$ cat config.mk
export PLATFORM = sky130hd
export DESIGN_NAME = alarm_panel_controller
export DESIGN_NICKNAME = d
export VERILOG_FILES = /design/src/hw/rtl/apc_pkg.sv /design/src/hw/rtl/apc_cfg.sv /design/src/hw/rtl/apc_mode.sv /design/src/hw/rtl/apc_led.sv /design/src/hw/rtl/alarm_panel_controller.sv
export VERILOG_INCLUDE_DIRS = /design/src /design/src/hw/rtl
export SDC_FILE = /design/constraint.sdc
export NUM_CORES = 1
export LEC_CHECK = 0
export BUFFER_PORTS_ARGS = -buffer_cell sky130_fd_sc_hd__buf_2
export CAP_MARGIN = 20
export CORE_MARGIN = 5
export CORE_UTILIZATION = 63
export CTS_CLUSTER_DIAMETER = 80
export DETAILED_ROUTE_END_ITERATION = 10
export PLACE_DENSITY = 0.85
export SLEW_MARGIN = 20
export SYNTH_ARGS = -nofsm -noshare
export SYNTH_HDL_FRONTEND = slang
export SYNTH_SLANG_ARGS = --single-unit
$ cat constraint.sdc
create_clock -name clk_i -period 5 [get_ports clk_i]
set_input_delay 1.25 -clock clk_i [delete_from_list [all_inputs] [get_ports clk_i]]
set_output_delay 1.25 -clock clk_i [all_outputs]
set_load 0.02 [all_outputs]
$ cat src/hw/rtl/alarm_panel_controller_defines.svh
// assertion macros for the alarm panel controller
// included by files that carry concurrent checks, no other dependencies
`ifndef ALARM_PANEL_CONTROLLER_DEFINES_SVH
`define ALARM_PANEL_CONTROLLER_DEFINES_SVH

// same-cycle implication, disabled while reset is asserted
`define APC_ASSERT_NOW(label, clk, rst_n, ante, cons) \
  label: assert property (@(posedge clk) disable iff (!(rst_n)) (ante) |-> (cons)) \
    else $error("apc check failed: same-cycle implication");

// next-cycle implication, disabled while reset is asserted
`define APC_ASSERT_NEXT(label, clk, rst_n, ante, cons) \
  label: assert property (@(posedge clk) disable iff (!(rst_n)) (ante) |=> (cons)) \
    else $error("apc check failed: next-cycle implication");

`endif

$ cat src/hw/rtl/apc_pkg.sv
// shared types and constants for the alarm panel controller
// no dependencies
package apc_pkg;

  // default tick periods
  localparam int unsigned MODE_PERIOD_DEF    = 2;
  localparam int unsigned LED_PERIOD_DEF     = 5;
  localparam int unsigned SLOW_BLINK_DIV_DEF = 5;

  // field widths
  localparam int unsigned KEY_W  = 8;
  localparam int unsigned TEMP_W = 9;
  localparam int unsigned CFG_IDX_W = 2;

  // word widths, padded to whole bytes
  localparam int unsigned IN_DATA_W  = 24;
  localparam int unsigned OUT_DATA_W = 8;

  // keypad codes
  localparam logic [KEY_W-1:0] KEY_A = 8'h11;
  localparam logic [KEY_W-1:0] KEY_B = 8'h12;
  localparam logic [KEY_W-1:0] KEY_D = 8'h14;

  // limit register reset values
  localparam logic signed [TEMP_W-1:0] C_LOW_RST  = 9'sd0;
  localparam logic signed [TEMP_W-1:0] C_HIGH_RST = 9'sd40;
  localparam logic signed [TEMP_W-1:0] F_LOW_RST  = 9'sd32;
  localparam logic signed [TEMP_W-1:0] F_HIGH_RST = 9'sd104;

  typedef enum logic [CFG_IDX_W-1:0] {
    CFG_C_LOW  = 2'd0,
    CFG_C_HIGH = 2'd1,
    CFG_F_LOW  = 2'd2,
    CFG_F_HIGH = 2'd3
  } apc_cfg_idx_e;

  typedef enum logic [1:0] {
    MODE_DISARMED = 2'd0,
    MODE_ARMED    = 2'd1,
    MODE_ALARM    = 2'd2
  } apc_mode_e;

  typedef struct packed {
    logic signed [TEMP_W-1:0] c_low;
    logic signed [TEMP_W-1:0] c_high;
    logic signed [TEMP_W-1:0] f_low;
    logic signed [TEMP_W-1:0] f_high;
  } apc_limits_t;

  typedef struct packed {
    logic [KEY_W-1:0]         key_code;
    logic                     touch_one;
    logic                     touch_two;
    logic                     sample_valid;
    logic signed [TEMP_W-1:0] temperature;
  } apc_item_t;

  typedef struct packed {
    apc_mode_e mode;
    logic      tone_enable;
    logic      temp_alarm;
    logic      unit_fahrenheit;
  } apc_mode_status_t;

  typedef struct packed {
    logic led_a;
    logic led_b;
  } apc_led_status_t;

endpackage

$ cat src/hw/rtl/apc_cfg.sv
// temperature limit registers written through the configuration channel
// depends on apc_pkg
module apc_cfg (
  input  logic                            clk_i,
  input  logic                            rst_ni,
  input  logic                            cfg_valid_i,
  input  logic [apc_pkg::CFG_IDX_W-1:0]   cfg_index_i,
  input  logic [apc_pkg::TEMP_W-1:0]      cfg_data_i,
  output apc_pkg::apc_limits_t            limits_o
);
  import apc_pkg::*;

  apc_limits_t limits_q, limits_d;

  always_comb begin
    limits_d = limits_q;
    if (cfg_valid_i) begin
      case (apc_cfg_idx_e'(cfg_index_i))
        CFG_C_LOW:  limits_d.c_low  = $signed(cfg_data_i);
        CFG_C_HIGH: limits_d.c_high = $signed(cfg_data_i);
        CFG_F_LOW:  limits_d.f_low  = $signed(cfg_data_i);
        CFG_F_HIGH: limits_d.f_high = $signed(cfg_data_i);
        default:    limits_d = limits_q;
      endcase
    end
  end

  always_ff @(posedge clk_i or negedge rst_ni) begin
    if (!rst_ni) begin
      limits_q.c_low  <= C_LOW_RST;
      limits_q.c_high <= C_HIGH_RST;
      limits_q.f_low  <= F_LOW_RST;
      limits_q.f_high <= F_HIGH_RST;
    end else begin
      limits_q <= limits_d;
    end
  end

  assign limits_o = limits_q;

endmodule

$ cat src/hw/rtl/apc_mode.sv
// mode state machine, unit select, tone and temperature range flag
// depends on apc_pkg
module apc_mode #(
  parameter int unsigned MODE_PERIOD = apc_pkg::MODE_PERIOD_DEF
) (
  input  logic                     clk_i,
  input  logic                     rst_ni,
  input  logic                     step_i,
  input  apc_pkg::apc_item_t       item_i,
  input  apc_pkg::apc_limits_t     limits_i,
  output apc_pkg::apc_mode_status_t status_o
);
  import apc_pkg::*;

  localparam int unsigned PW = (MODE_PERIOD > 1) ? $clog2(MODE_PERIOD) : 1;
  localparam logic [PW-1:0] PHASE_LAST = PW'(MODE_PERIOD - 1);

  logic [PW-1:0]             phase_q, phase_d;
  apc_mode_e                 mode_q, mode_d;
  logic                      unit_q, unit_d;
  logic                      tone_q, tone_d;
  logic                      temp_flag_q, temp_flag_d;
  logic                      run;
  logic signed [TEMP_W-1:0]  lo, hi;

  assign run = (phase_q >= PHASE_LAST);

  always_comb begin
    phase_d     = run ? '0 : phase_q + PW'(1);
    mode_d      = mode_q;
    unit_d      = unit_q;
    tone_d      = tone_q;
    temp_flag_d = temp_flag_q;
    if (run) begin
      if (item_i.key_code == KEY_B) begin
        unit_d = ~unit_q;
      end
      case (mode_q)
        MODE_DISARMED: begin
          tone_d = 1'b0;
          if (item_i.key_code == KEY_A) mode_d = MODE_ARMED;
        end
        MODE_ARMED: begin
          tone_d = 1'b0;
          // flag from before this tick's sample
          if (item_i.touch_one || item_i.touch_two || temp_flag_q) mode_d = MODE_ALARM;
          if (item_i.key_code == KEY_D) mode_d = MODE_DISARMED;
        end
        MODE_ALARM: begin
          tone_d = 1'b1;
          if (item_i.key_code == KEY_D) mode_d = MODE_DISARMED;
        end
        default: mode_d = mode_q;
      endcase
    end
    // limits of the unit after this tick's key
    lo = unit_d ? limits_i.f_low  : limits_i.c_low;
    hi = unit_d ? limits_i.f_high : limits_i.c_high;
    if (item_i.sample_valid) begin
      temp_flag_d = ($signed(item_i.temperature) < lo) ||
                    ($signed(item_i.temperature) > hi);
    end
  end

  always_ff @(posedge clk_i or negedge rst_ni) begin
    if (!rst_ni) begin
      phase_q     <= PHASE_LAST;
      mode_q      <= MODE_ARMED;
      unit_q      <= 1'b0;
      tone_q      <= 1'b0;
      temp_flag_q <= 1'b0;
    end else if (step_i) begin
      phase_q     <= phase_d;
      mode_q      <= mode_d;
      unit_q      <= unit_d;
      tone_q      <= tone_d;
      temp_flag_q <= temp_flag_d;
    end
  end

  assign status_o.mode            = mode_d;
  assign status_o.tone_enable     = tone_d;
  assign status_o.temp_alarm      = temp_flag_d;
  assign status_o.unit_fahrenheit = unit_d;

endmodule

$ cat src/hw/rtl/apc_led.sv
// pad led pattern logic: touch flashing, armed alternation, latched alarm flashing
// depends on apc_pkg
module apc_led #(
  parameter int unsigned LED_PERIOD     = apc_pkg::LED_PERIOD_DEF,
  parameter int unsigned SLOW_BLINK_DIV = apc_pkg::SLOW_BLINK_DIV_DEF
) (
  input  logic                     clk_i,
  input  logic                     rst_ni,
  input  logic                     step_i,
  input  apc_pkg::apc_mode_e       mode_i,
  input  logic                     touch_one_i,
  input  logic                     touch_two_i,
  output apc_pkg::apc_led_status_t leds_o
);
  import apc_pkg::*;

  localparam int unsigned PW = (LED_PERIOD > 1) ? $clog2(LED_PERIOD) : 1;
  localparam logic [PW-1:0] PHASE_LAST = PW'(LED_PERIOD - 1);
  localparam logic [7:0]    DIV_LIMIT  = 8'(SLOW_BLINK_DIV);

  logic [PW-1:0] phase_q, phase_d;
  logic [7:0]    div_q, div_d;
  logic          blink_q, blink_d;
  logic [1:0]    latch_q, latch_d;
  logic          led_a_q, led_a_d;
  logic          led_b_q, led_b_d;
  logic          run;

  assign run = (phase_q >= PHASE_LAST);

  always_comb begin
    phase_d = run ? '0 : phase_q + PW'(1);
    div_d   = div_q;
    blink_d = blink_q;
    latch_d = latch_q;
    led_a_d = led_a_q;
    led_b_d = led_b_q;
    if (run) begin
      case (mode_i)
        MODE_ALARM: begin
          // touch one latches bit 1, touch two bit 0
          latch_d = latch_q | {touch_one_i, touch_two_i};
          if (!touch_one_i) led_b_d = 1'b0;
          if (!touch_two_i) led_a_d = 1'b0;
          if (latch_d != 2'b00) begin
            blink_d = ~blink_q;
            if (latch_d[0]) led_b_d = ~blink_q;
            if (latch_d[1]) led_a_d = ~blink_q;
          end
        end
        MODE_DISARMED: begin
          latch_d = 2'b00;
          if (div_q >= DIV_LIMIT) begin
            div_d   = 8'd0;
            led_a_d = touch_one_i & ~led_a_q;
            led_b_d = touch_two_i & ~led_b_q;
          end
        end
        MODE_ARMED: begin
          latch_d = 2'b00;
          if (div_q >= DIV_LIMIT) begin
            div_d   = 8'd0;
            blink_d = ~blink_q;
            led_a_d = ~blink_q;
            led_b_d = blink_q;
          end
        end
        default: latch_d = latch_q;
      endcase
      div_d = div_d + 8'd1;
    end
  end

  always_ff @(posedge clk_i or negedge rst_ni) begin
    if (!rst_ni) begin
      phase_q <= PHASE_LAST;
      div_q   <= DIV_LIMIT;
      blink_q <= 1'b0;
      latch_q <= 2'b00;
      led_a_q <= 1'b0;
      led_b_q <= 1'b0;
    end else if (step_i) begin
      phase_q <= phase_d;
      div_q   <= div_d;
      blink_q <= blink_d;
      latch_q <= latch_d;
      led_a_q <= led_a_d;
      led_b_q <= led_b_d;
    end
  end

  assign leds_o.led_a = led_a_d;
  assign leds_o.led_b = led_b_d;

endmodule

$ cat src/hw/rtl/alarm_panel_controller.sv
// alarm panel controller top level: input register, step logic, result register
// depends on apc_pkg, apc_cfg, apc_mode, apc_led and alarm_panel_controller_defines.svh
//
// usage
// - s_axis carries one 10 ms tick per word: keypad code, two touch flags and an
//   optional temperature sample; m_axis returns one status word per tick
// - the configuration channel writes the four temperature limits by index
//   (celsius low/high, fahrenheit low/high); it is always ready and must only be
//   used while no tick is in flight
// - a tick word is captured in an input register, the mode, range and led logic
//   run in one pass behind it and the status lands in a result register, which
//   drives m_axis_tvalid and m_axis_tdata
// - throughput is one word per cycle; both sides may stall freely
// - when the receiver stalls, the result register holds its word and the input
//   register may still take one more word; s_axis_tready then drops until the
//   receiver takes the pending status
// - reset clears both registers to empty, loads the limits with their defaults,
//   sets the mode to armed and arranges for mode and led logic to run on the
//   first tick
`include "alarm_panel_controller_defines.svh"

module alarm_panel_controller #(
  parameter int unsigned MODE_PERIOD    = apc_pkg::MODE_PERIOD_DEF,
  parameter int unsigned LED_PERIOD     = apc_pkg::LED_PERIOD_DEF,
  parameter int unsigned SLOW_BLINK_DIV = apc_pkg::SLOW_BLINK_DIV_DEF
) (
  input  logic                            clk_i,
  input  logic                            rst_ni,
  // tick input
  input  logic                            s_axis_tvalid,
  output logic                            s_axis_tready,
  // [7:0] key_code, [8] touch_one, [9] touch_two, [10] sample_valid,
  // [19:11] temperature, [23:20] zero
  input  logic [apc_pkg::IN_DATA_W-1:0]   s_axis_tdata,
  // status output
  output logic                            m_axis_tvalid,
  input  logic                            m_axis_tready,
  // [1:0] mode, [2] tone_enable, [3] temp_alarm, [4] unit_fahrenheit,
  // [5] led_a, [6] led_b, [7] zero
  output logic [apc_pkg::OUT_DATA_W-1:0]  m_axis_tdata,
  // limit register writes
  input  logic                            cfg_valid_i,
  output logic                            cfg_ready_o,
  input  logic [apc_pkg::CFG_IDX_W-1:0]   cfg_index_i,
  input  logic [apc_pkg::TEMP_W-1:0]      cfg_data_i
);
  import apc_pkg::*;

  // input register
  logic              in_valid_q, in_valid_d;
  apc_item_t         in_item_q;
  // result register
  logic              out_valid_q, out_valid_d;
  logic [OUT_DATA_W-1:0] out_data_q;

  logic              advance;
  logic              in_take;
  apc_limits_t       limits;
  apc_mode_status_t  mode_status;
  apc_led_status_t   led_status;

  // the buffered word moves on when the result register is empty or being emptied
  assign advance       = in_valid_q && (!out_valid_q || m_axis_tready);
  assign s_axis_tready = !in_valid_q || advance;
  assign in_take       = s_axis_tvalid && s_axis_tready;
  assign cfg_ready_o   = 1'b1;

  assign in_valid_d  = in_take ? 1'b1 : (advance ? 1'b0 : in_valid_q);
  assign out_valid_d = advance ? 1'b1 : (m_axis_tready ? 1'b0 : out_valid_q);

  always_ff @(posedge clk_i or negedge rst_ni) begin
    if (!rst_ni) begin
      in_valid_q  <= 1'b0;
      out_valid_q <= 1'b0;
    end else begin
      in_valid_q  <= in_valid_d;
      out_valid_q <= out_valid_d;
    end
  end

  // payload registers, no reset needed
  always_ff @(posedge clk_i) begin
    if (in_take) begin
      in_item_q.key_code     <= s_axis_tdata[7:0];
      in_item_q.touch_one    <= s_axis_tdata[8];
      in_item_q.touch_two    <= s_axis_tdata[9];
      in_item_q.sample_valid <= s_axis_tdata[10];
      in_item_q.temperature  <= $signed(s_axis_tdata[19:11]);
    end
    if (advance) begin
      out_data_q <= {1'b0, led_status.led_b, led_status.led_a,
                     mode_status.unit_fahrenheit, mode_status.temp_alarm,
                     mode_status.tone_enable, mode_status.mode};
    end
  end

  assign m_axis_tvalid = out_valid_q;
  assign m_axis_tdata  = out_data_q;

  apc_cfg u_cfg (
    .clk_i       (clk_i),
    .rst_ni      (rst_ni),
    .cfg_valid_i (cfg_valid_i),
    .cfg_index_i (cfg_index_i),
    .cfg_data_i  (cfg_data_i),
    .limits_o    (limits)
  );

  apc_mode #(
    .MODE_PERIOD (MODE_PERIOD)
  ) u_mode (
    .clk_i    (clk_i),
    .rst_ni   (rst_ni),
    .step_i   (advance),
    .item_i   (in_item_q),
    .limits_i (limits),
    .status_o (mode_status)
  );

  // led logic sees the mode as it stands after this tick's mode logic
  apc_led #(
    .LED_PERIOD     (LED_PERIOD),
    .SLOW_BLINK_DIV (SLOW_BLINK_DIV)
  ) u_led (
    .clk_i       (clk_i),
    .rst_ni      (rst_ni),
    .step_i      (advance),
    .mode_i      (mode_status.mode),
    .touch_one_i (in_item_q.touch_one),
    .touch_two_i (in_item_q.touch_two),
    .leds_o      (led_status)
  );

  // a buffered word that cannot move on must still be there next cycle
  `APC_ASSERT_NEXT(a_hold_pending, clk_i, rst_ni, in_valid_q && !advance, in_valid_q)
  // a new word is only taken when the input register is free or draining
  `APC_ASSERT_NOW(a_no_overwrite, clk_i, rst_ni, s_axis_tvalid && s_axis_tready, !in_valid_q || advance)
  // the result register is only loaded when empty or being taken
  `APC_ASSERT_NOW(a_no_result_loss, clk_i, rst_ni, advance, !out_valid_q || m_axis_tready)

endmodule

Yosys cells after proc, flatten, opt, wreduce, memory -nomap -nowiden
Cells that the tools add are included.
{ "totals": {"latch_bits": 0, "input_bits": 40, "rom_bits": 0, "n_memories": 0, "mem_bits_rw": 0, "ff_bits": 87} }
{ "classes": {"reduce_logical": 26, "magnitude_cmp": 5, "bitwise_logic": 7, "div": 0, "n_shift": 0, "n_eq_ne": 12, "n_mul": 0, "mux": 40, "n_addsub": 3} }
{ "op_table": {"columns": ["op", "count"], "rows": [
  ["8-bit by 5-bit equality test with 1-bit output (second input constant)", 3],
  ["8-bit two-way mux", 3],
  ["1-bit two-way mux", 23],
  ["9-bit two-way mux", 2],
  ["2-bit two-way mux", 5],
  ["2-bit AND reduction", 5],
  ["2-bit nonzero test", 5],
  ["9-bit > comparator", 1],
  ["9-bit < comparator", 1],
  ["8-bit by 1-bit adder with 8-bit output (second input constant)", 1],
  ["2-bit equality test (second input constant)", 4],
  ["8-bit by 3-bit greater-or-equal comparator with 1-bit output (second input constant)", 1],
  ["2-bit by 1-bit equality test with 1-bit output (second input constant)", 3],
  ["2-bit zero test", 3],
  ["1-bit one-hot mux with 3 select lines", 2],
  ["2-bit one-hot mux with 3 select lines", 1],
  ["1-bit logical OR", 5],
  ["5-bit AND reduction", 1],
  ["2-bit by 1-bit != test with 1-bit output (second input constant)", 2],
  ["1-bit NOT", 4],
  ["1-bit one-hot mux with 2 select lines", 2],
  ["2-bit one-hot mux with 2 select lines", 1],
  ["2-bit OR reduction", 2],
  ["3-bit by 1-bit adder with 3-bit output (second input constant)", 1],
  ["other kinds (9)", 12]
]} }

Depth between registers and ports, before layout
Gate-level depths: netlist of run 1.
{ "logic_depth": {"depth_word": 11, "depth_mapped": 16} }

Cells and area by module
From an unflattened synthesis of run 1, not the netlist that was laid out.
{ "unflattened": {"cells_unflattened": 354, "area_unflattened_um2": 4400.5} }
{ "by_module_without_submodules": {"columns": ["module", "area_per_inst_um2", "cells_each", "instances"], "rows": [
  ["apc_cfg", 1366.3, 77, 1],
  ["apc_mode", 1071.0, 124, 1],
  ["apc_led", 1026.0, 114, 1],
  ["alarm_panel_controller", 937.1, 39, 1]
]} }

Worst setup path before layout of run 1
Ideal clock, no wire load.
{ "synth_path": {"path_kind": "reg-to-reg", "from": "register in_item_q[17] (netlist name)", "to": "register u_led.div_q[6]", "setup_ps": 129, "arrival_time_ps": 3248, "slack_ps": 1623, "path_stages_with_launch": 17, "period_less_slack_ps": 3377, "path_cell_list": "edfxtp_1 > or4b_4 > buf_6 > nor4_2 > o21ai_0 > a2bb2oi_1 > inv_1 > ha_1 > nor2_1 > a31oi_1 > nor2b_1 > ha_1 > nand3_1 > nor2_1 > a31oi_1 > o21ai_0 > o21ai_0"} }
{ "synth_rtl": {"columns": ["item", "line", "source"], "rows": [
  ["from (decl)", "alarm_panel_controller.sv:51", "apc_item_t in_item_q;"],
  ["to (signal assigned)", "apc_led.sv:84", "div_q <= div_d;"],
  ["to (decl)", "apc_led.sv:22", "logic [7:0] div_q, div_d;"]
]} }

==> results of run 1 <==
[how the worst max path moves through the flow]
stage	startpoint	end	cells after the start
final	in_item_q[17]	u_led.div_q[6]	15
after detailed placement	in_item_q[17]	u_led.div_q[6]	15
after CTS	in_item_q[17]	u_led.div_q[6]	15
after global placement	in_item_q[17]	u_led.div_q[6]	15
after floorplan	in_item_q[17]	u_led.div_q[6]	16
after global routing	in_item_q[17]	u_led.div_q[6]	15
[per-layer routing]
layer  vias up  routed length (µm)  global-route usage [%]
met4         0                 162                    8.91
li1       1384                   -                       -
met2        92                3920                    33.7
met5         -                   0                       0
met3        15                 364                    3.33
met1      1413                3740                    27.3
[final cells by class]
class                           instances  share of cell area (%)
Multi-Input combinational cell        242                    38.9
Inverter                               11                   0.866
Timing Repair Buffer                   47                    5.09
Clock inverter                          3                   0.892
Sequential cell                        87                    48.8
Clock buffer                           13                    3.33
Tap cell                               80                    2.10
[kinds of logic (layout without fill, tap and decap cells)]
group                      count (synthesis)  after routing  share of synthesized area, %
xor gates and xnor gates                   4              4                         0.994
adders and majority gates                 24             24                          7.02
and+or+nand+nor                           88             88                          11.1
AOI/OAI and AO/OA                         66             66                          9.35
other                                      2              2                         0.175
muxes                                     58             58                          14.7
DFF                                       87             87                          54.3
buffers and inverters                     20             74                          2.28
[placed cells by master, fill, tap and decap left out, drive strengths merged, types with 2 or more instances in the layout]
master / instances
conb: 2
clkbuf: 13
a21oi: 17
mux2i: 19
o311ai: 2
xnor2: 4
o2bb2ai: 2
nand3b: 4
a211oi: 2
nor3: 7
and2: 3
a41oi: 2
a31oi: 6
o21ai: 24
a21o: 2
nor2b: 4
or4: 3
mux2: 39
nor2: 13
nand3: 14
nand2: 24
nand2b: 5
o22ai: 2
dfrtp: 49
nand4: 3
inv: 11
ha: 24
dfstp: 11
buf: 47
edfxtp: 27
[through the flow]
step           utilization [%]  power (W)  hold WS, ns  worst slack, ns
2_1_floorplan                -    0.00130        0.473             1.62
3_3_place_gp              68.0    0.00141        0.483             1.32
3_5_place_dp              68.0    0.00144        0.493             1.11
4_1_cts                   71.0    0.00193        0.512             1.08
5_1_grt                   71.0    0.00203        0.521            0.768
6_report                  71.0    0.00192        0.508             1.03
[synth_stat cells, drive strengths merged, types with 4 or more instances]
cell / count
a21oi: 17
nand3b: 4
nor3: 7
nor2: 13
nor2b: 4
mux2: 39
dfstp: 11
a31oi: 6
edfxtp: 27
dfrtp: 49
inv: 11
nand3: 14
ha: 24
nand2: 24
xnor2: 4
mux2i: 19
o21ai: 24
nand2b: 5
clkbuf: 5
buf: 4
[power by group through the flow]
stage	logic (W)	clock network, W	registers, W
2_1_floorplan	0.000327	0	0.000977
3_3_place_gp	0.000420	0	0.000987
3_5_place_dp	0.000442	0	0.000996
4_1_cts	0.000444	0.000501	0.000982
6_report	0.000445	0.000491	0.000983
5_1_grt	0.000497	0.000531	0.00100
[flip-flops by register name (all words and copies together) (netlist names), 2 cells and up]
name            flops
m_axis_tdata        7
u_led.latch_q       2
u_led.div_q         8
u_led.phase_q       3
u_mode.mode_q       2
in_item_q          20
u_cfg.limits_o     36
[worst max-delay path: cells and delay by family, from the launching register on]
family,cells,cell delay (ns)
buffers and inverters,1,0.14
AOI/OAI and AO/OA,6,1.11
and+or+nand+nor,6,1.73
DFF,1,0.37
adders and majority gates,2,0.49
==> impl_metrics.py, run 1 <==
metrics = {
    "status": {
        "outcome": "complete, no violations",
    },
    "drt": {
        "drc": 0,
        "drt_pass1_iterations": 5,
        "wl_um": 8190,
        "vias": 2904,
        "routedWlPerCell_um": 16.9,
        "initialDrtViolationCount": 213,
        "antenna_left": 0,
        "vias_per_cell": 6.01,
    },
    "placed_design": {
        "postPlaceCellArea_um2": 4570,
        "gp_congestion": 0.836,
        "dp_hpwl_um": 5900,
        "place_inst": 467,
        "place.port_buffers": 44,
    },
    "die": {
        "boundaryPins": 51,
        "start_util_pct": 63.7,
        "dieArea_um2": 8540,
        "core_um2": 6720,
        "fp.dieW_um": 92.4,
        "chipHeight_um": 92.4,
        "std_cell_rows": 30,
    },
    "grt": {
        "gr-total-overflow": 0,
        "grt_first_pass_wirelength_um": 13800,
        "grt_use_total_pct": 20.6,
        "antenna_found_initial": 0,
        "grt_pass1_vias": 2941,
        "grt_max_degree": 61,
    },
    "pwr": {
        "p_int_w": 0.00136,
        "ir_drop_uv": 228,
        "power.density_nw_per_um2": 403,
        "clkPwrFrac_pct": 25.6,
        "power_frac_comb_pct": 23.2,
        "seqPwrFrac_pct": 51.2,
        "power.share.switching_pct": 29.3,
        "p_sw_w": 0.000563,
        "power_leakage_nw": 2.10,
    },
    "layout": {
        "register_area_um2": 2330,
        "finalNetCount": 462,
        "syn_to_final_growth_pct": 11.4,
        "fill_cells": 457,
        "layout-drive-gt1-share_pct": 29.0,
        "stdcell_area_um2": 4770,
        "diodes": 0,
        "multi_input_area_um2": 1860,
        "fin_cells": 483,
    },
    "clock_tree": {
        "cts-resized-gates": 0,
        "clock-root-buffer": "clkbuf_8",
        "h-tree-depth": 3,
        "post_cts_buffers": 0,
        "cts_made_buffers": 9,
        "hold_buffers": 0,
        "clk_pin_slew_ns": 0.08,
        "cts.sinks": 87,
        "clock_latency_ns": 0.34,
        "cts_max_path_buffers": 2,
        "tritoncts": "done",
    },
    "synth": {
        "netlist_instances": 349,
        "avgSynthCellArea_um2": 12.3,
        "ys_seq_area_share_pct": 54.3,
        "synth_edf_count": 27,
        "synthTopCellsByArea": "dfrtp_1 29%, edfxtp_1 19%, mux2_2 10%",
        "synth-seq-cells": 87,
        "syn-cell-area_um2": 4280,
        "ys_async_sr_fraction_pct": 69.0,
        "synth.top_cell.area_share_pct": 28.6,
        "syn_nets": 413,
        "yosysTopAreaCell": "dfrtp_1",
        "synth_cell_types": 48,
        "yosysWarnings": 0,
        "synthFlopType": "dfrtp_1",
    },
    "timing": {
        "finClkSkew_ns": 0.00623,
        "setup_violations": 0,
        "slew-limit-headroom_pct": 34.8,
        "fin_crit_sh_pct": 79.4,
        "tns_ns": 0,
        "max_freq_ghz": 0.252,
        "rsz0062_at_grt": "no",
        "worstMarginPinSlew_ns": 0.979,
        "maxSlewViolCount": 0,
        "period_minus_slack_ns": 3.97,
        "finalHoldViolations": 0,
    },
    "critical_path": {
        "path_cells": "or4b_4 -> nor4_2 -> o21ai_0 -> a2bb2oi_1 -> inv_1 -> ha_1 -> nor2_1 -> a31oi_1 -> nor2b_1 -> ha_1 -> nand3_1 -> nor2_1 -> a31oi_1 -> o21ai_0 -> o21ai_0",
        "crit_path_max_fanout": 8,
        "critPathKind": "reg2reg",
        "path_common_cell": "o21ai_0",
        "max_stage_delay_ns": 0.62,
        "reg2reg_from": "in_item_q[17]",
        "startpoint_type": "flop",
        "cp.arrival_ns": 4.19,
        "r2r_setup_slack_ns": 1.03,
        "required_ns": 5.22,
        "reg2reg_to": "u_led.div_q[6]",
        "crit_slowest_cell": "or4b_4",
        "reg2reg_depth": 15,
        "cp-end-kind": "flop",
    },
    "hold_path": {
        "hold_path.class": "reg2reg",
        "holdPathStages": 1,
        "holdPathEnd": "u_cfg.limits_o[17]",
        "hold_path_startpoint": "u_cfg.limits_o[17]",
    },
    "run": {
        "drv_cap": 0,
    },
}
Note: power is estimated with default switching activity, not from simulation.
==> inputs of run 2 (changes only) <==
Settings changed: CORE_UTILIZATION 63 to 58, PLACE_DENSITY 0.85 to 0.79.
Clock period 5 ns to 3.85 ns, I/O delays scaled along.
==> impl_metrics.py, run 2 (synthesized netlist as in run 1, its figures left out) <==
metrics = {
    "pwr": {
        "power_leakage_nw": 2.14,
        "ir_drop_uv": 316,
        "power.density_nw_per_um2": 548,
    },
    "critical_path": {
        "cp.arrival_ns": 3.74,
        "required_ns": 4.07,
        "cp_num_buf_inv": 1,
        "path_common_cell": "o21ai_0",
        "crit_family": "simple AND/OR/NAND/NOR gates",
        "crit_slowest_cell": "or4b_4",
        "path_cells": "or4b_4 -> nor4_4 -> o21ai_0 -> a2bb2oi_2 -> inv_1 -> ha_1 -> nor2_1 -> a31oi_2 -> nor2b_1 -> ha_1 -> nand3_1 -> nor2_1 -> a31oi_1 -> o21ai_0 -> o21ai_0",
        "max_stage_delay_ns": 0.63,
        "cp-end-kind": "flop",
        "crit_path_max_fanout": 8,
        "startpoint_type": "flop",
        "critPathKind": "reg2reg",
    },
    "status": {
        "outcome": "complete, no violations",
    },
    "grt": {
        "grt_use_total_pct": 20.2,
        "grt_first_pass_wirelength_um": 14100,
        "grt_pass1_vias": 2945,
        "grt_max_degree": 61,
        "antenna_found_initial": 0,
        "gr-total-overflow": 0,
    },
    "clock_tree": {
        "post_cts_buffers": 0,
        "cts.sinks": 87,
        "h-tree-depth": 3,
        "cts_max_path_buffers": 2,
        "clock_latency_ns": 0.35,
        "clk_pin_slew_ns": 0.08,
        "cts-resized-gates": 0,
        "hold_buffers": 0,
        "cts_made_buffers": 9,
        "tritoncts": "done",
        "clock-root-buffer": "clkbuf_8",
    },
    "timing": {
        "period_minus_slack_ns": 3.52,
        "rsz0062_at_grt": "no",
        "worstMarginPinSlew_ns": 0.966,
        "finClkSkew_ns": 0.0136,
        "finalHoldViolations": 0,
        "slew-limit-headroom_pct": 35.6,
        "fin_crit_sh_pct": 91.4,
        "tns_ns": 0,
        "setup_violations": 0,
        "max_freq_ghz": 0.284,
        "maxSlewViolCount": 0,
    },
    "run": {
        "drv_cap": 0,
    },
    "layout": {
        "multi_input_area_um2": 1880,
        "largest_register_ffs": 36,
        "register_area_um2": 2330,
        "fin_cells": 503,
        "layout_commonest_cell": "dfrtp_1",
        "fill_cells": 539,
        "layout-drive-gt1-share_pct": 30.0,
        "diodes": 0,
        "layout_common_cells": "49 x dfrtp_1, 44 x buf_2, 39 x mux2_2",
        "finalNetCount": 463,
        "stdcell_area_um2": 4880,
        "syn_to_final_growth_pct": 14.0,
    },
    "die": {
        "core_um2": 7210,
        "dieArea_um2": 9200,
        "start_util_pct": 59.3,
        "boundaryPins": 51,
        "fp.dieW_um": 95.9,
        "chipHeight_um": 95.9,
        "std_cell_rows": 31,
    },
    "placed_design": {
        "gp_congestion": 0.868,
        "dp_hpwl_um": 5950,
        "postPlaceCellArea_um2": 4600,
        "place.port_buffers": 44,
        "place_inst": 487,
    },
    "hold_path": {
        "hold_path.class": "reg2reg",
    },
    "drt": {
        "drc": 0,
        "drt_pass1_iterations": 4,
        "vias_per_cell": 5.75,
        "wl_um": 8490,
        "routedWlPerCell_um": 16.9,
        "antenna_left": 0,
        "vias": 2892,
        "initialDrtViolationCount": 224,
    },
}
## run 2: cell count changes in the layout (fill, tap and decap cells not counted), sizes merged
cell    delta
buf        +1
bufinv     +3
clkbuf     -3
## run 2: worst register-to-register path, stage by stage (launching register included)
cell,delay (ns)
edfxtp_1,0.36
or4b_4,0.63
nor4_4,0.27
o21ai_0,0.17
a2bb2oi_2,0.25
inv_1,0.11
ha_1,0.27
nor2_1,0.17
a31oi_2,0.12
nor2b_1,0.19
ha_1,0.23
nand3_1,0.11
nor2_1,0.17
a31oi_1,0.10
o21ai_0,0.14
o21ai_0,0.10
## run 2: cell type report
| cell class | instances | area share [%] |
|---|---|---|
| repair buffers | 48 | 5.13 |
| flip-flops and latches | 87 | 47.7 |
| inverters | 11 | 0.846 |
| well taps | 99 | 2.54 |
| clock inverters | 6 | 2.72 |
| clock buffers | 10 | 2.62 |
| multi-input cells | 242 | 38.5 |
## run 2: worst paths after layout
kind	start	to	slack, ns	depth (start not counted)
setup / recovery	in_item_q[17]	u_led.div_q[6]	0.33	15
hold / removal	u_cfg.limits_o[11]	u_cfg.limits_o[11]	0.51	1
setup reg to reg	in_item_q[17]	u_led.div_q[6]	0.33	15
hold reg to reg	u_cfg.limits_o[11]	u_cfg.limits_o[11]	0.51	1
max in group asynchronous	rst_ni	u_cfg.limits_o[9]	2.60	2
min in group asynchronous	rst_ni	u_cfg.limits_o[32]	0.76	2
## run 2: per-layer routing
metal	routed length, µm	up-vias	track usage (%)
met5	0	-	0
met4	168	0	7.23
met3	390	18	4.14
met2	4140	95	32.3
met1	3790	1392	27.5
li1	-	1387	-
## run 2: where the power goes
part	internal (W)	switching, W	leakage, nW
Sequential	0.00116	0.000126	0.973
Combinational	0.000274	0.000317	1.04
Clock	0.000496	0.000306	0.126
Total	0.00193	0.000749	2.14
## run 2: metrics by stage
stage	utilization [%]	total power (W)	hold WS [ns]	setup slack, ns
after global routing	67.6	0.00284	0.519	0.0476
after floorplan	-	0.00169	0.473	0.473
after CTS	67.3	0.00269	0.512	0.114
after global placement	63.7	0.00183	0.481	0.319
after detailed placement	63.7	0.00188	0.493	0.191
final	67.6	0.00267	0.508	0.331
==> inputs of run 3 (changes only) <==
Settings changed: ABC_AREA set to 1, PLACE_DENSITY 0.79 to 0.8.
==> impl_metrics.py, run 3 <==
metrics = {
    "synth": {
        "synth-seq-cells": 87,
        "yosysWarnings": 0,
        "syn_nets": 498,
        "netlist_instances": 434,
        "synth_common_cells": "101 x nand2_1, 49 x dfrtp_1, 43 x inv_1",
        "synth_most_common_cell": "nand2_1",
        "ys_seq_area_share_pct": 54.9,
        "synth_cell_types": 38,
        "syn-cell-area_um2": 4240,
        "synthFlopType": "dfrtp_1",
        "avgSynthCellArea_um2": 9.76,
        "ys_async_sr_fraction_pct": 69.0,
        "yosysTopAreaCell": "dfrtp_1",
        "synthTopCellsByArea": "dfrtp_1 29%, edfxtp_1 19%, nand2_1 8.9%",
        "synth.top_cell.area_share_pct": 28.9,
        "synth_edf_count": 27,
    },
    "grt": {
        "grt_first_pass_wirelength_um": 13700,
        "antenna_found_initial": 0,
        "grt_max_degree": 50,
        "gr-total-overflow": 0,
        "grt_pass1_vias": 3137,
        "grt_use_total_pct": 19.6,
    },
    "layout": {
        "layout_common_cells": "101 x nand2_1, 49 x dfrtp_1, 44 x buf_2",
        "finalNetCount": 544,
        "stdcell_area_um2": 4730,
        "syn_to_final_growth_pct": 11.5,
        "fin_cells": 584,
        "largest_register_ffs": 36,
        "diodes": 0,
        "layout-drive-gt1-share_pct": 18.8,
        "layout_commonest_cell": "nand2_1",
        "fill_cells": 558,
        "multi_input_area_um2": 1650,
        "register_area_um2": 2330,
        "fin_util_pct": 65.9,
    },
    "pwr": {
        "ir_drop_uv": 279,
        "power.density_nw_per_um2": 569,
        "power_leakage_nw": 2.20,
    },
    "die": {
        "dieArea_um2": 9110,
        "start_util_pct": 59.0,
        "core_um2": 7180,
        "fp.dieW_um": 95.5,
        "boundaryPins": 51,
        "std_cell_rows": 31,
        "chipHeight_um": 95.5,
    },
    "critical_path": {
        "startpoint_type": "flop",
        "path_cells": "nand3_2 -> nor2_2 -> nand3_1 -> nand2_2 -> mux2i_1 -> ha_1 -> a21oi_1 -> o21ai_1 -> nand2_1 -> nand2_1 -> nand2_1 -> nand2_1 -> nand2_1 -> nand2_1 -> a21oi_1 -> a21boi_1",
        "required_ns": 3.97,
        "path_common_cell": "nand2_1",
        "cp.arrival_ns": 3.06,
        "crit_slowest_cell": "dfstp_2",
        "max_stage_delay_ns": 0.60,
        "cp-end-kind": "flop",
        "crit_path_max_fanout": 20,
        "r2r_setup_slack_ns": 0.90,
        "critPathKind": "reg2reg",
    },
    "timing": {
        "finClkSkew_ns": 0.0110,
        "rsz0062_at_grt": "no",
        "maxSlewViolCount": 0,
        "setup_violations": 0,
        "fin_crit_sh_pct": 76.6,
        "worstMarginPinSlew_ns": 0.872,
        "finalHoldViolations": 0,
        "max_freq_ghz": 0.339,
        "slew-limit-headroom_pct": 41.8,
        "tns_ns": 0,
        "period_minus_slack_ns": 2.95,
    },
    "clock_tree": {
        "cts_max_path_buffers": 2,
        "cts_made_buffers": 9,
        "clk_pin_slew_ns": 0.09,
        "cts.sinks": 87,
        "clock_latency_ns": 0.36,
        "clock-root-buffer": "clkbuf_8",
        "hold_buffers": 0,
        "tritoncts": "done",
        "h-tree-depth": 3,
        "cts-resized-gates": 0,
        "post_cts_buffers": 0,
    },
    "drt": {
        "vias_per_cell": 5.27,
        "routedWlPerCell_um": 13.8,
        "vias": 3078,
        "wl_um": 8070,
        "antenna_left": 0,
        "drt_pass1_iterations": 4,
        "drc": 0,
        "initialDrtViolationCount": 128,
    },
    "placed_design": {
        "dp_hpwl_um": 5740,
        "place.port_buffers": 44,
        "postPlaceCellArea_um2": 4530,
        "gp_congestion": 0.907,
        "place_inst": 568,
    },
    "run": {
        "drv_cap": 0,
    },
    "hold_path": {
        "hold_path.class": "in2async",
    },
    "status": {
        "outcome": "complete, no violations",
    },
}
-- run 3: area by class of cell --
class,count,share of cell area [%]
Clock inverter,3,0.874
Timing Repair Buffer,45,4.82
Sequential cell,87,49.2
Inverter,52,4.13
Multi-Input combinational cell,285,35.0
Tap cell,99,2.62
Clock buffer,13,3.36
-- run 3: path summary, 6_finish.rpt --
path,start,to,depth (start not counted)
worst max-delay path,u_mode.phase_q,m_axis_tdata[3],16
worst min-delay path,rst_ni,u_mode.tone_q,1
worst max register to register,u_mode.phase_q,m_axis_tdata[3],16
worst min register to register,u_cfg.limits_o[10],u_cfg.limits_o[10],2
max in group asynchronous,rst_ni,u_cfg.limits_o[22],2
min in group clk_i,u_cfg.limits_o[10],u_cfg.limits_o[10],2
-- run 3: layer usage --
| layer | global-route usage (%) | part of all wire [%] | routed length, µm | up-vias |
|---|---|---|---|---|
| met4 | 8.41 | 1.9 | 152 | 0 |
| met2 | 34.1 | 50 | 4080 | 67 |
| met1 | 23.2 | 43 | 3490 | 1452 |
| li1 | - | - | - | 1542 |
| met5 | 0 | 0 | 0 | - |
| met3 | 4.66 | 4.3 | 349 | 17 |
-- run 3: cells by family after synthesis --
group                      count (synthesis)  share of synthesized area, %
and+or+nand+nor                          157                          16.1
DFF                                       87                          54.9
AOI/OAI and AO/OA                         78                          10.2
buffers and inverters                     62                          6.08
adders and majority gates                 24                          7.09
muxes                                     17                          4.05
xor gates and xnor gates                   7                          1.45
other                                      2                         0.177
-- run 3: power breakdown --
part / leakage, nW / total (W) / switching (W) / internal (W)
Clock: 0.104 / 0.000649 / 0.000314 / 0.000336
Sequential: 0.992 / 0.00129 / 0.000113 / 0.00117
Combinational: 1.10 / 0.000755 / 0.000470 / 0.000285
Total: 2.20 / 0.00269 / 0.000897 / 0.00179
-- run 3: worst max-delay path: cells and delay by family (launching register included) --
family                     cells  cell delay (ns)
and+or+nand+nor               10             1.05
DFF                            1             0.60
AOI/OAI and AO/OA              4             0.52
muxes                          1             0.25
adders and majority gates      1             0.26
-- run 3: through the flow --
| stage | setup WS (ns) | hold slack (ns) | total power (W) |
|---|---|---|---|
| after floorplan | 1.32 | 0.446 | 0.00186 |
| after global placement | 0.889 | 0.461 | 0.00202 |
| after detailed placement | 0.899 | 0.471 | 0.00206 |
| after CTS | 0.889 | 0.465 | 0.00271 |
| after global routing | 0.691 | 0.471 | 0.00289 |
| final | 0.903 | 0.462 | 0.00269 |
